`src/hdl/blfb_pkg.sv`:
```
package blfb_pkg;

  // Default display size
  localparam int DEF_PIXELS_X = 512;
  localparam int DEF_PIXELS_Y = 256;

  // Default store address width: row bits plus byte-column bits
  localparam int DEF_ROW_BYTES = (DEF_PIXELS_X + 7) / 8;
  localparam int DEF_COL_W     = (DEF_ROW_BYTES > 1) ? $clog2(DEF_ROW_BYTES) : 1;
  localparam int DEF_ADDR_W    = $clog2(DEF_PIXELS_Y) + DEF_COL_W;

  localparam int COORD_W = 12;
  localparam int DELTA_W = 12;   // |x1-x0| and |y1-y0| fit unsigned
  localparam int ERR_W   = 15;   // Bresenham error term, signed

  localparam logic [7:0] LEFT_BIT = 8'h80;

  // Command codes
  localparam logic MODE_DRAW = 1'b0;
  localparam logic MODE_READ = 1'b1;

  // Raster operations
  localparam logic [1:0] ROP_SET  = 2'd0;
  localparam logic [1:0] ROP_XOR  = 2'd1;
  localparam logic [1:0] ROP_AND  = 2'd2;
  localparam logic [1:0] ROP_OR   = 2'd3;

  typedef logic signed [COORD_W-1:0] coord_t;

  typedef struct packed {
    coord_t x0;
    coord_t y0;
    coord_t x1;
    coord_t y1;
  } line_t;

  // One pixel beat from the line walker
  typedef struct packed {
    logic   valid;
    logic   last;
    coord_t x;
    coord_t y;
  } pix_t;

  typedef enum logic [2:0] {
    S_CLEAR,
    S_IDLE,
    S_READ,
    S_READ_WAIT,
    S_DRAW,
    S_DRAIN,
    S_DONE
  } top_state_t;

  typedef enum logic [1:0] {
    W_IDLE,
    W_PREP,
    W_INIT,
    W_STEP
  } walk_state_t;

endpackage

```
`src/hdl/blfb_walk.sv`:
```
module blfb_walk
  import blfb_pkg::*;
(
  input  logic  clk,
  input  logic  rst_n,
  input  logic  start,
  input  line_t line_i,
  output pix_t  pix_o
);

  walk_state_t st_r, st_nxt;

  coord_t                    x_r, y_r;
  logic [DELTA_W-1:0]        dx_r, dy_r, cnt_r;
  logic                      sx_neg_r, sy_neg_r, x_major_r;
  logic signed [ERR_W-1:0]   e_r, up_r, flat_r;

  logic signed [COORD_W:0]   dx_full, dy_full;
  logic [DELTA_W-1:0]        dx_abs, dy_abs, d_maj, d_min;
  logic                      x_major;
  logic [ERR_W-1:0]          min2, maj1, maj2;
  logic                      last;

  // PREP: signed deltas and their magnitudes
  always_comb begin
    dx_full = {line_i.x1[COORD_W-1], line_i.x1} - {line_i.x0[COORD_W-1], line_i.x0};
    dy_full = {line_i.y1[COORD_W-1], line_i.y1} - {line_i.y0[COORD_W-1], line_i.y0};
    dx_abs  = dx_full[COORD_W] ? DELTA_W'(-dx_full) : dx_full[DELTA_W-1:0];
    dy_abs  = dy_full[COORD_W] ? DELTA_W'(-dy_full) : dy_full[DELTA_W-1:0];
  end

  // INIT: major axis and error terms; y is major on a tie
  always_comb begin
    x_major = dx_r > dy_r;
    d_maj   = x_major ? dx_r : dy_r;
    d_min   = x_major ? dy_r : dx_r;
    min2    = {2'b00, d_min, 1'b0};
    maj1    = {3'b000, d_maj};
    maj2    = {2'b00, d_maj, 1'b0};
  end

  assign last = (cnt_r == '0);

  always_ff @(posedge clk) begin
    if (!rst_n) begin
      st_r <= W_IDLE;
    end else begin
      st_r <= st_nxt;
    end
  end

  always_comb begin
    st_nxt      = st_r;
    pix_o.valid = 1'b0;
    pix_o.last  = last;
    pix_o.x     = x_r;
    pix_o.y     = y_r;
    unique case (st_r)
      W_IDLE: begin
        if (start) begin
          st_nxt = W_PREP;
        end
      end
      W_PREP: st_nxt = W_INIT;
      W_INIT: st_nxt = W_STEP;
      W_STEP: begin
        pix_o.valid = 1'b1;
        if (last) begin
          st_nxt = W_IDLE;
        end
      end
      default: st_nxt = W_IDLE;
    endcase
  end

  always_ff @(posedge clk) begin
    unique case (st_r)
      W_PREP: begin
        x_r      <= line_i.x0;
        y_r      <= line_i.y0;
        dx_r     <= dx_abs;
        dy_r     <= dy_abs;
        sx_neg_r <= dx_full[COORD_W];
        sy_neg_r <= dy_full[COORD_W];
      end
      W_INIT: begin
        x_major_r <= x_major;
        cnt_r     <= d_maj;
        e_r       <= signed'(min2 - maj1);
        up_r      <= signed'(min2 - maj2);
        flat_r    <= signed'(min2);
      end
      W_STEP: begin
        if (!last) begin
          cnt_r <= cnt_r - 1'b1;
          if (!e_r[ERR_W-1]) begin
            e_r <= e_r + up_r;
            if (x_major_r) begin
              y_r <= sy_neg_r ? y_r - 12'sd1 : y_r + 12'sd1;
            end else begin
              x_r <= sx_neg_r ? x_r - 12'sd1 : x_r + 12'sd1;
            end
          end else begin
            e_r <= e_r + flat_r;
          end
          if (x_major_r) begin
            x_r <= sx_neg_r ? x_r - 12'sd1 : x_r + 12'sd1;
          end else begin
            y_r <= sy_neg_r ? y_r - 12'sd1 : y_r + 12'sd1;
          end
        end
      end
      default: begin
      end
    endcase
  end

endmodule

```
`config.mk`:
```
export PLATFORM = sky130hd
export DESIGN_NAME = blfb_walk
export DESIGN_NICKNAME = d
export VERILOG_FILES = /design/src/hdl/blfb_pkg.sv /design/src/hdl/blfb_walk.sv
export SDC_FILE = /design/constraint.sdc
export NUM_CORES = 1
export LEC_CHECK = 0
export ABC_AREA = 1
export BUFFER_PORTS_ARGS = -buffer_cell sky130_fd_sc_hd__buf_2
export CORE_ASPECT_RATIO = 0.6
export CORE_MARGIN = 5
export CORE_UTILIZATION = 30
export DETAILED_ROUTE_END_ITERATION = 8
export PLACE_DENSITY = 0.55
export SLEW_MARGIN = 20
export SYNTH_ARGS = -nofsm -noshare
export SYNTH_HDL_FRONTEND = slang
export SYNTH_SLANG_ARGS = --single-unit
export TNS_END_PERCENT = 1
```
`constraint.sdc`:
```
create_clock -name clk -period 3.68 [get_ports clk]
set_clock_uncertainty 0.1 [all_clocks]
set_input_delay 0.736 -clock clk [delete_from_list [all_inputs] [get_ports clk]]
set_output_delay 0.736 -clock clk [all_outputs]
set_load 0.02 [all_outputs]
```
# Word-level counts from Yosys, hierarchy flattened
# Cells that the tools add are included.
dict set report totals {
  in_bits 51
  output_inout_bits 26
  regBits 107
}
dict set report classes {
  n_eq_ne 8
  n_mux 23
  reduce_logical 8
  order_cmp 1
  addsub 13
}
# cell count
set op_table {}
lappend op_table {{12-bit 2-to-1 mux} 13}
lappend op_table {{12-bit one-hot mux with 2 select lines} 3}
lappend op_table {{15-bit 2-to-1 mux} 2}
lappend op_table {{15-bit one-hot mux with 2 select lines} 1}
lappend op_table {{12-bit by 12-bit subtractor with 13-bit output} 2}
lappend op_table {{12-bit by 2-bit adder with 12-bit output (second input constant)} 2}
lappend op_table {{12-bit negator} 2}
lappend op_table {{12-bit by 2-bit subtractor with 12-bit output (second input constant)} 2}
lappend op_table {{15-bit by 14-bit adder with 15-bit output} 1}
lappend op_table {{15-bit adder} 1}
lappend op_table {{13-bit by 12-bit subtractor with 14-bit output} 1}
lappend op_table {{13-bit by 13-bit subtractor with 14-bit output} 1}
lappend op_table {{12-bit > comparator} 1}
lappend op_table {{12-bit zero test} 1}
lappend op_table {{12-bit by 1-bit subtractor with 12-bit output (second input constant)} 1}
lappend op_table {{2-bit one-hot mux with 4 select lines} 1}
lappend op_table {{2-bit != test (second input constant)} 3}
lappend op_table {{3-bit != test (second input constant)} 2}
lappend op_table {{3-bit AND reduction} 2}
lappend op_table {{2-bit == test (second input constant)} 2}
lappend op_table {{2-bit 2-to-1 mux} 2}
lappend op_table {{2-bit AND reduction} 2}
lappend op_table {{2-bit nonzero test} 2}
lappend op_table {{2-bit by 1-bit == test with 1-bit output (second input constant)} 1}
lappend op_table {{other kinds (2)} 2}

# Logic depth before layout (Yosys ltp)
# Gate-level depths: netlist (run 1).
dict set report logic_depth {
  word_depth 6
  ltp_mapped 27
}

# Worst setup path after synthesis (run 1)
# OpenSTA, ideal clock, no wires.
dict set report synth_timing {
  path_kind {flip-flop to flip-flop}
  from {reg dx_r[8]}
  to {reg e_r[10], data pin}
  path_buffers 1
  path_stages_with_launch 25
  t_arrival_ns 2.945
  path_slack_ns 0.379
  period_less_slack_ns 3.301
  required_ns 3.324
  path_cell_list {edfxtp_1 ha_1 nand2_2 inv_2 nand2_4 nor2_4 nand4_4 nand2_8 buf_12 nand2_1 o21ai_2 inv_1 fa_1 inv_1 nand2_1 nand2_1 nand2_1 nand2_1 nand3_2 nand2_1 nand3_1 nand2_1 nand2_1 nand3_1 nand2_1}
}
dict set report synth_via {
  elab_chain_len 4
  elab_cells_between_ends 5
}
# item line_no
set synth_rtl {}
lappend synth_rtl {{from (decl)} blfb_walk.sv:14} ;# logic [DELTA_W-1:0] dx_r, dy_r, cnt_r;
lappend synth_rtl {{from (signal assigned)} blfb_walk.sv:81} ;# dx_r <= dx_abs;
lappend synth_rtl {{12-bit > comparator} blfb_walk.sv:34} ;# x_major = dx_r > dy_r;
lappend synth_rtl {{12-bit 2-to-1 mux, on equally long branches} {blfb_walk.sv:36, blfb_walk.sv:35}}
lappend synth_rtl {{13-bit by 12-bit subtractor with 14-bit output *} blfb_walk.sv:89} ;# e_r <= signed'(min2 - maj1);
lappend synth_rtl {{15-bit one-hot mux with 2 select lines *} blfb_walk.sv:77} ;# unique case (st_r)
lappend synth_rtl {{to (signal assigned)} blfb_walk.sv:89}
lappend synth_rtl {{to (signal assigned)} blfb_walk.sv:97} ;# e_r <= e_r + up_r;
lappend synth_rtl {{to (signal assigned)} blfb_walk.sv:104} ;# e_r <= e_r + flat_r;
lappend synth_rtl {{to (decl)} blfb_walk.sv:16} ;# logic signed [ERR_W-1:0] e_r, up_r, flat_r;
# Mark *: on every way between the ends. The rest lies on a longest branch, timed or not.
# A chain may end at the register's enable or synchronous reset.

# Final worst setup path (run 1)
dict set report layout_timing {
  from {reg dx_r[6]}
  to {reg up_r[13], data pin}
}
dict set report layout_via {
  elab_chain_len 3
  elab_cells_between_ends 4
}
# item line_no
set layout_rtl {}
lappend layout_rtl {{12-bit > comparator} blfb_walk.sv:34}
lappend layout_rtl {{12-bit 2-to-1 mux, on equally long branches} {blfb_walk.sv:36, blfb_walk.sv:35}}
lappend layout_rtl {{13-bit by 13-bit subtractor with 14-bit output *} blfb_walk.sv:90} ;# up_r <= signed'(min2 - maj2);
lappend layout_rtl {{to (signal assigned)} blfb_walk.sv:90}
lappend layout_rtl {{to (decl)} blfb_walk.sv:16}
# Marked as above.

==> results.json, run 1 <==
{
  "fin_ws_ns": 0.180,
  "cts-root-buf": "clkbuf_16",
  "grt_pass1_wl_um": 41300,
  "post-route-cell-area_um2": 10600,
  "wire_per_inst_um": 15.6,
  "grt_pass1_vias": 7493,
  "worst_slew_pin_slew_ns": 0.855,
  "port_buffers": 76,
  "final_max_slew_viol_count": 0,
  "syn_avg_cell_area_um2": 7.83,
  "initial_core_util_pct": 30.4,
  "insertion_delay_ns": 0.38,
  "dpl.hpwl_um": 20700,
  "cts_tree": "yes",
  "crit_path_end_kind": "register",
  "seq_area_um2": 3100,
  "routed_via_density": 4.77,
  "yosysWarnings": 0,
  "multiInputGateArea_um2": 5360,
  "synth_xor_area_share_pct": 7.03,
  "grt_use_total_pct": 15.4,
  "n_antenna_cell": 0,
  "die_area_um2": 34000,
  "mostFrequentLayoutCell": "nand2_1",
  "power_density_nw_per_um2": 1050,
  "cts_sinks": 104,
  "synthSimpleGateAreaFrac_pct": 24.3,
  "nets": 1404,
  "drc_errors": 0,
  "drive_above_1_share_pct": 17.1,
  "synth_compound_area_share_pct": 13.7,
  "post-route-period-util_pct": 95.1,
  "gp_congestion": 0.955,
  "ios": 77,
  "core_area_um2": 29900,
  "yosysUniqueCellTypes": 53,
  "chipWidth_um": 235,
  "synth_mux_area_share_pct": 0,
  "min_period_ns": 3.50,
  "drtIter0Drc": 856,
  "ys.flop_type": "edfxtp_1",
  "grt_start_max_net_pins": 58,
  "setup_violations": 0,
  "wirelength_um": 26200,
  "grt_overflow": 0,
  "area.growth.synth_to_final_pct": 16.3,
  "holdCritPathClass": "reg2reg",
  "fmax_mhz": 286,
  "cts_made_buffers": 9,
  "worstPathMaxFanout": 29,
  "max-clock-path-buffers": 2,
  "synth_nets": 1300,
  "syn_inst": 1161,
  "path_clk_slew_ns": 0.08,
  "synth-edff-count": 102,
  "layout_common_cells": "297 x nand2_1, 146 x inv_1, 102 x edfxtp_1, 79 x a21oi_1, 76 x buf_2",
  "ir_drop_uv": 346,
  "finalHoldViolations": 0,
  "dpl_cell_area_um2": 10100,
  "slew_headroom_pct": 42.4,
  "row_count": 49,
  "synth_seq_cells": 104,
  "utilization_pct": 35.4,
  "synth_adder_area_share_pct": 12.6,
  "die_h_um": 145,
  "cp.arrival_ns": 3.53,
  "num_vias": 8004,
  "power.leakage_uw": 0.00497,
  "syn_area_um2": 9090,
  "cp-start-kind": "register",
  "async_reset_ff_share_pct": 0,
  "synth_top_family_by_area": "simple AND/OR/NAND/NOR gates",
  "antenna_found_initial": 1,
  "h-tree-depth": 3,
  "preCtsSetupSlack_ns": 0.0215,
  "ant_nets": 0,
  "outcome": "complete, no violations",
  "worstPathRequired_ns": 3.71,
  "fillCellCount": 3195,
  "maxCapViolations": 0,
  "ys_seq_area_share_pct": 34.1,
  "drt_pass1_iterations": 5,
  "crit_type": "reg2reg"
}
## final timing paths
check                           startpoint  endpoint  slack [ns]  cells past startpoint
worst max-delay path               dx_r[6]  up_r[13]        0.18                     15
worst min-delay path               st_r[1]   st_r[1]        0.45                      2
worst max register to register     dx_r[6]  up_r[13]        0.18                     15
worst min register to register     st_r[1]   st_r[1]        0.45                      2
## cell usage after synthesis (all sizes together) (7+ instances only)
library cell    n  area, µm²
xnor2          16        140
o21bai          7       56.3
o22ai           7       43.8
inv           160        601
clkbuf         11       41.3
edfxtp        102       3060
buf            11        108
o21ai         103        561
nor2           51        209
nor3           19        100
a21oi          80        404
nand2         333       1370
ha             82       1030
xor2           57        499
nand3          72        393
## sequential cells by signal, indices dropped and copies added (netlist names)
signal / flops
x_major_r: 1
cnt_r: 12
dx_r: 12
sy_neg_r: 1
e_r: 14
dy_r: 12
up_r: 13
x_r: 12
st_r: 2
sx_neg_r: 1
flat_r: 12
y_r: 12
## cell families (layout without fill, tap and decap cells)
| group | count (synthesis) | count (layout) |
|---|---|---|
| and+or+nand+nor | 493 | 494 |
| AOI/OAI and AO/OA | 220 | 220 |
| buffers and inverters | 183 | 291 |
| DFF | 104 | 104 |
| adders and majority gates | 88 | 88 |
| xor gates and xnor gates | 73 | 73 |
## per-stage QoR
stage | power [µW] | TNS (ns) | std cells | hold slack, ns
after floorplan | 7620 | 0 | 1161 | 0.390
after global placement | 9730 | 0 | 1651 | 0.428
after detailed placement | 9740 | 0 | 1651 | 0.447
after CTS | 10900 | 0 | 1667 | 0.459
after global routing | 12200 | -0.172 | 1678 | 0.506
final | 11100 | 0 | 1678 | 0.450
## worst max-delay path, cell delays in order (launching register included)
cell,delay (ns)
edfxtp_1,0.47
ha_4,0.34
nand4_1,0.18
nor2_4,0.22
nand4_4,0.18
nand2_8,0.13
buf_12,0.19
buf_4,0.25
nand2_1,0.08
nand2_1,0.22
nand2_1,0.13
o21ai_1,0.25
a21oi_1,0.12
nor2_1,0.13
a211oi_2,0.08
buf_4,0.16
## where the power goes
part / internal (µW) / switching, µW / leakage [µW]
clock: 599 / 475 / 0.000150
sequential: 2210 / 290 / 0.000965
combinational: 2600 / 4920 / 0.00386
## repair_timing
| item | in CTS | in global routing |
|---|---|---|
| pin swaps | 0 | 5 |
| gates resized for setup | 1 | 24 |
| hold buffers | 0 | 0 |
| setup buffers | 0 | 10 |
| endpoints found under the setup margin | 1 | 14 |
| gates cloned | 0 | 1 |
## final cells by class
class                      count  area share [%]
sequential                   104            29.3
inverter                     161            5.71
timing repair buffer         114            6.48
multi-input combinational    875            50.7
tap                          408            4.82
clock buffer                  11            2.20
clock inverter                 5           0.769
## layer usage
layer	vias up	part of all wire [%]	GRT usage (%)
met1	3646	53	24.4
met3	20	8.7	3.64
met5	-	0.027	0
li1	4094	-	-
met4	2	0.90	2.73
met2	242	37	21.1
Note: power is estimated with default switching activity, not from simulation.
==> inputs of run 2 (changes only) <==
--- a/config.mk
+++ b/config.mk
@@ -9,9 +9,9 @@
 export BUFFER_PORTS_ARGS = -buffer_cell sky130_fd_sc_hd__buf_2
 export CORE_ASPECT_RATIO = 0.6
 export CORE_MARGIN = 5
-export CORE_UTILIZATION = 30
+export CORE_UTILIZATION = 49
 export DETAILED_ROUTE_END_ITERATION = 8
-export PLACE_DENSITY = 0.55
+export PLACE_DENSITY = 0.76
 export SLEW_MARGIN = 20
 export SYNTH_ARGS = -nofsm -noshare
 export SYNTH_HDL_FRONTEND = slang
==> run 2 against run 1 <==
Sequential share of layout area grew 0.44 points. Non-clock buffer count up 3. Largest cell class unchanged. Core utilization increased by 22 points. Critical endpoint is now dx_r[8].
==> results.json, run 2 (synthesis results as in run 1) <==
{
  "outcome": "complete, no violations",
  "crit_type": "in2reg",
  "drt_pass1_iterations": 5,
  "gp_congestion": 0.992,
  "setup_violations": 0,
  "top_register": "e_r",
  "worstPathMaxFanout": 10,
  "slowest_delay_ns": 0.41,
  "drtIter0Drc": 836,
  "mostFrequentLayoutCell": "nand2_1",
  "ir_drop_uv": 445,
  "dpl.hpwl_um": 19100,
  "wirelength_um": 24400,
  "r2r_setup_slack_ns": 0.18,
  "drive_above_1_share_pct": 17.4,
  "path_clk_slew_ns": 0.09,
  "min_period_ns": 3.50,
  "h-tree-depth": 3,
  "nets": 1407,
  "num_vias": 8243,
  "cts-root-buf": "clkbuf_16",
  "power.leakage_uw": 0.00499,
  "cp_cell_sequence": "buf_2 > inv_1 > ha_1 > inv_1 > fa_1 > a21oi_1 > o21bai_1 > a21oi_1 > o21ai_1 > a21oi_1 > nor2_1 > o21ai_1 > o21ai_0 > inv_2 > nand2_1 > xor2_1",
  "chipWidth_um": 186,
  "finalSetupTns_ns": 0,
  "largest_reg_flops": 14,
  "max-clock-path-buffers": 2,
  "port_buffers": 76,
  "finalHoldViolations": 0,
  "grt_use_total_pct": 22.3,
  "die_h_um": 116,
  "post-route-period-util_pct": 95.2,
  "cts_made_buffers": 9,
  "slew_headroom_pct": 53.1,
  "ant_nets": 0,
  "cts_sinks": 104,
  "initial_core_util_pct": 50.1,
  "critPathSlowestCell": "fa_1",
  "holdCritPathClass": "reg2reg",
  "core_area_um2": 18200,
  "die_area_um2": 21500,
  "antenna_found_initial": 0,
  "dpl_cell_area_um2": 9840,
  "grt_overflow": 0,
  "maxCapViolations": 0,
  "whs_ns": 0.491,
  "power_density_nw_per_um2": 1060,
  "drc_errors": 0,
  "grt_pass1_wl_um": 38100,
  "ios": 77,
  "cts_hold_buf": 0,
  "cts_tree": "yes",
  "routed_via_density": 5.44,
  "row_count": 38,
  "insertion_delay_ns": 0.37,
  "reg_top3": "e_r (14), up_r (13)",
  "fmax_mhz": 286,
  "layout_common_cells": "297 x nand2_1, 147 x inv_1, 102 x edfxtp_1, 79 x a21oi_1, 76 x buf_2",
  "cp.arrival_ns": 3.54,
  "area.growth.synth_to_final_pct": 14.6,
  "fillCellCount": 1613,
  "wire_per_inst_um": 16.1,
  "worst_slew_pin_slew_ns": 0.697,
  "post-route-cell-area_um2": 10400,
  "grt_pass1_vias": 7562,
  "final_max_slew_viol_count": 0,
  "cp-start-kind": "input pin",
  "crit_path_end_kind": "register",
  "grt_start_max_net_pins": 37,
  "worstPathRequired_ns": 3.72,
  "cpMostUsedCell": "a21oi_1"
}
run 2: through the flow:
step	util, %	worst slack (ns)	std cells	power, µW
2_1_floorplan	-	0.379	1161	7620
3_3_place_gp	54.2	0.0241	1481	9280
3_5_place_dp	54.2	-0.0252	1481	9460
4_1_cts	55.9	0.122	1497	10500
5_1_grt	57.4	-0.0280	1513	12000
6_report	57.4	0.178	1515	11000
run 2: routing by layer:
layer | up-vias | wire length (µm) | GRT usage (%)
met5 | - | 0 | 0
met4 | 0 | 194 | 3.44
met3 | 16 | 2450 | 6.40
met2 | 316 | 9910 | 32.2
met1 | 3807 | 11800 | 34.1
li1 | 4104 | - | -
run 2: what timing repair did:
item / 4_1_cts / 5_1_grt
buffers inserted: 0 / 15
resized for setup: 0 / 25
setup endpoints to repair: 0 / 10
run 2: worst max-delay path, delay by kind of cell:
| family | cells | cell delay (ns) |
|---|---|---|
| AND/OR/NAND/NOR | 2 | 0.14 |
| buffers and inverters | 4 | 0.50 |
| AO/OA/AOI/OAI | 7 | 1.24 |
| adder cells (fa/ha/maj) | 2 | 0.57 |
| XOR/XNOR | 1 | 0.34 |
run 2: layout make-up:
type	count	area [µm²]	share of cell area (%)
Clock inverter	7	88.8	0.852
Multi-Input combinational cell	875	5390	51.7
Inverter	161	604	5.80
Timing Repair Buffer	117	713	6.84
Clock buffer	9	225	2.16
Sequential cell	104	3100	29.8
Tap cell	240	300	2.88
Antenna cell	2	5.00	0.0480
run 2: power breakdown:
| group | leakage [µW] | internal [µW] | switching [µW] |
|---|---|---|---|
| logic | 0.00387 | 2640 | 4840 |
| clock network | 0.000150 | 544 | 496 |
| registers | 0.000965 | 2210 | 288 |
run 2: worst paths after layout:
path                    from      end  cells after the start
setup / recovery  line_i[12]  dx_r[8]                     16
hold / removal       st_r[1]  st_r[1]                      2
setup reg to reg     dx_r[4]  e_r[14]                     18
hold reg to reg      st_r[1]  st_r[1]                      2
==> inputs of run 3 (changes only) <==
--- a/config.mk
+++ b/config.mk
@@ -6,7 +6,7 @@
 export NUM_CORES = 1
 export LEC_CHECK = 0
 export ABC_AREA = 1
-export BUFFER_PORTS_ARGS = -buffer_cell sky130_fd_sc_hd__buf_2
+export BUFFER_PORTS_ARGS = -buffer_cell sky130_fd_sc_hd__buf_4
 export CORE_ASPECT_RATIO = 0.6
 export CORE_MARGIN = 5
 export CORE_UTILIZATION = 49
==> constraint.sdc (replaced) <==
create_clock -name clk -period 3.68 [get_ports clk]
set_clock_uncertainty 0.1 [all_clocks]
set_input_delay 0.184 -clock clk [delete_from_list [all_inputs] [get_ports clk]]
set_output_delay 0.184 -clock clk [all_outputs]
set_load 0.02 [all_outputs]
==> run 3 against run 2 <==
Die area unchanged. Via count decreased by 0.24%. Final area increased by 0.79%. Setup slack got worse by 0.0037 ns. First-iteration DRC count decreased by 17%. Critical endpoint is now e_r[9]. Sequential cell count unchanged. Sequential share of layout area decreased by 0.23 points. Largest power group unchanged. Combinational power decreased by 0.8%.
==> results.json, run 3 (synthesis results as in run 1) <==
{
  "cts-root-buf": "clkbuf_16",
  "use_met2_pct": 32.2,
  "r2r-start": "dx_r[5]",
  "p_int_uw": 5430,
  "cp.arrival_ns": 3.53,
  "grt_use_total_pct": 23.2,
  "cts_made_buffers": 9,
  "n_antenna_cell": 0,
  "reg_top3": "e_r (14), up_r (13)",
  "outcome": "complete, no violations",
  "num_vias": 8223,
  "drive_above_1_share_pct": 16.1,
  "r2r_setup_slack_ns": 0.17,
  "setup_violations": 0,
  "path_clk_slew_ns": 0.08,
  "p_comb_share_pct": 67.2,
  "worstPathRequired_ns": 3.70,
  "max-clock-path-buffers": 2,
  "gr-usage-met3_pct": 5.99,
  "gp_congestion": 0.977,
  "switchingPower_uw": 5610,
  "holdCritPathClass": "in2reg",
  "hold_path_startpoint": "line_i[41]",
  "power_density_nw_per_um2": 1050,
  "grt_setup_unrepaired": "yes",
  "utilization_pct": 57.9,
  "preCtsSetupSlack_ns": -0.123,
  "pwr-share-seq_pct": 22.7,
  "min_to": "x_r[5]",
  "maxCapViolations": 0,
  "reg2reg_to": "e_r[9]",
  "port_buffers": 76,
  "final_max_slew_viol_count": 0,
  "core_area_um2": 18200,
  "post-route-period-util_pct": 95.3,
  "initial_core_util_pct": 50.1,
  "met1_usage_pct": 36.3,
  "wire_per_inst_um": 16.4,
  "die_h_um": 116,
  "drc_errors": 0,
  "antenna_found_initial": 1,
  "fin_ws_ns": 0.175,
  "largest_reg_flops": 14,
  "finalHoldViolations": 0,
  "die_area_um2": 21500,
  "power.leakage_uw": 0.00499,
  "chipWidth_um": 186,
  "grt_start_max_net_pins": 37,
  "drtIter0Drc": 696,
  "row_count": 38,
  "ir_drop_uv": 412,
  "insertion_delay_ns": 0.36,
  "worst_slew_pin_slew_ns": 0.642,
  "crit_path_end_kind": "register",
  "grt_pass1_vias": 7785,
  "cts_sinks": 104,
  "area.growth.synth_to_final_pct": 15.5,
  "layout_common_cells": "296 x nand2_1, 148 x inv_1, 102 x edfxtp_1, 97 x buf_4, 79 x a21oi_1",
  "nets": 1391,
  "dpl.hpwl_um": 19400,
  "top_register": "e_r",
  "power_uw": 11000,
  "min_period_ns": 3.51,
  "crit_type": "reg2reg",
  "grt_overflow": 0,
  "drt_pass1_iterations": 5,
  "mostFrequentLayoutCell": "nand2_1",
  "grt_pass1_wl_um": 39600,
  "h-tree-depth": 3,
  "cts_tree": "yes",
  "slew_headroom_pct": 56.8,
  "cp-start-kind": "register",
  "worstPathMaxFanout": 7,
  "dpl_cell_area_um2": 9950,
  "post-route-cell-area_um2": 10500,
  "routed_via_density": 5.49,
  "ios": 77,
  "clkPwrFrac_pct": 10.1,
  "rr_worst_depth": 19,
  "swShare_pct": 50.8,
  "fmax_mhz": 285,
  "ant_nets": 0,
  "wirelength_um": 24600,
  "grt-busiest-layer": "met1",
  "min_path_cells": 3
}
-- run 3: final cells by class --
cell class / count / area [µm²]
Timing Repair Buffer: 101 / 781
Inverter: 161 / 604
Clock inverter: 7 / 110
Sequential cell: 104 / 3100
Clock buffer: 9 / 225
Fill cell: 1640 / 7650
Tap cell: 240 / 300
Multi-Input combinational cell: 875 / 5390
-- run 3: stage by stage --
step | hold slack [ns] | instances | TNS [ns]
after global routing | 0.0177 | 1497 | -0.110
after CTS | 0.00865 | 1489 | 0
final | 0.0136 | 1497 | 0
after detailed placement | 0.358 | 1472 | -0.123
after global placement | 0.351 | 1472 | -0.0855
after floorplan | 0.222 | 1161 | 0
-- run 3: worst max-delay path by stage --
stage               startpoint  endpoint  slack, ns  cells past startpoint
detailed placement     dx_r[8]   e_r[12]      -0.12                     16
CTS                    dy_r[6]   e_r[12]       0.01                     16
global route           dx_r[5]    e_r[9]      -0.06                     20
global placement       dx_r[2]   e_r[12]      -0.09                     16
finish                 dx_r[5]    e_r[9]       0.17                     19
floorplan              dx_r[8]   e_r[10]       0.38                     24
-- run 3: metal layers --
layer	part of all wire, %	vias up	wire length, µm
met2	39	346	9480
li1	-	4072	-
met4	1.3	2	311
met1	50	3771	12200
met5	0.053	-	13
met3	10	32	2510
-- run 3: critical path: stages, from the launching register on --
cell      delay, ns
edfxtp_1       0.49
ha_4           0.34
nand4_1        0.18
nor2_4         0.20
nand4_4        0.17
buf_12         0.19
nand2_8        0.09
o21ai_2        0.10
ha_1           0.35
nand2_1        0.07
inv_1          0.05
nand3_1        0.07
nand2_1        0.15
nand3_1        0.15
nand2_1        0.11
nand3_2        0.10
nand3_1        0.15
nand3_1        0.08
nand3_1        0.08
nand2_1        0.05
-- run 3: what timing repair did --
action	CTS	global route
setup endpoints to repair	1	11
hold endpoints to repair	2	0
hold buffers	1	0
resized for setup	1	26
buffers inserted	0	7
pin swaps	0	7
cloned	0	1
-- run 3: power by group through the flow --
stage	clock [µW]	sequential (µW)	combinational, µW
after floorplan	0	2550	5080
after global placement	0	2490	6860
after detailed placement	0	2510	6980
after CTS	1130	2490	7040
after global routing	1180	2550	8260
final	1120	2500	7420
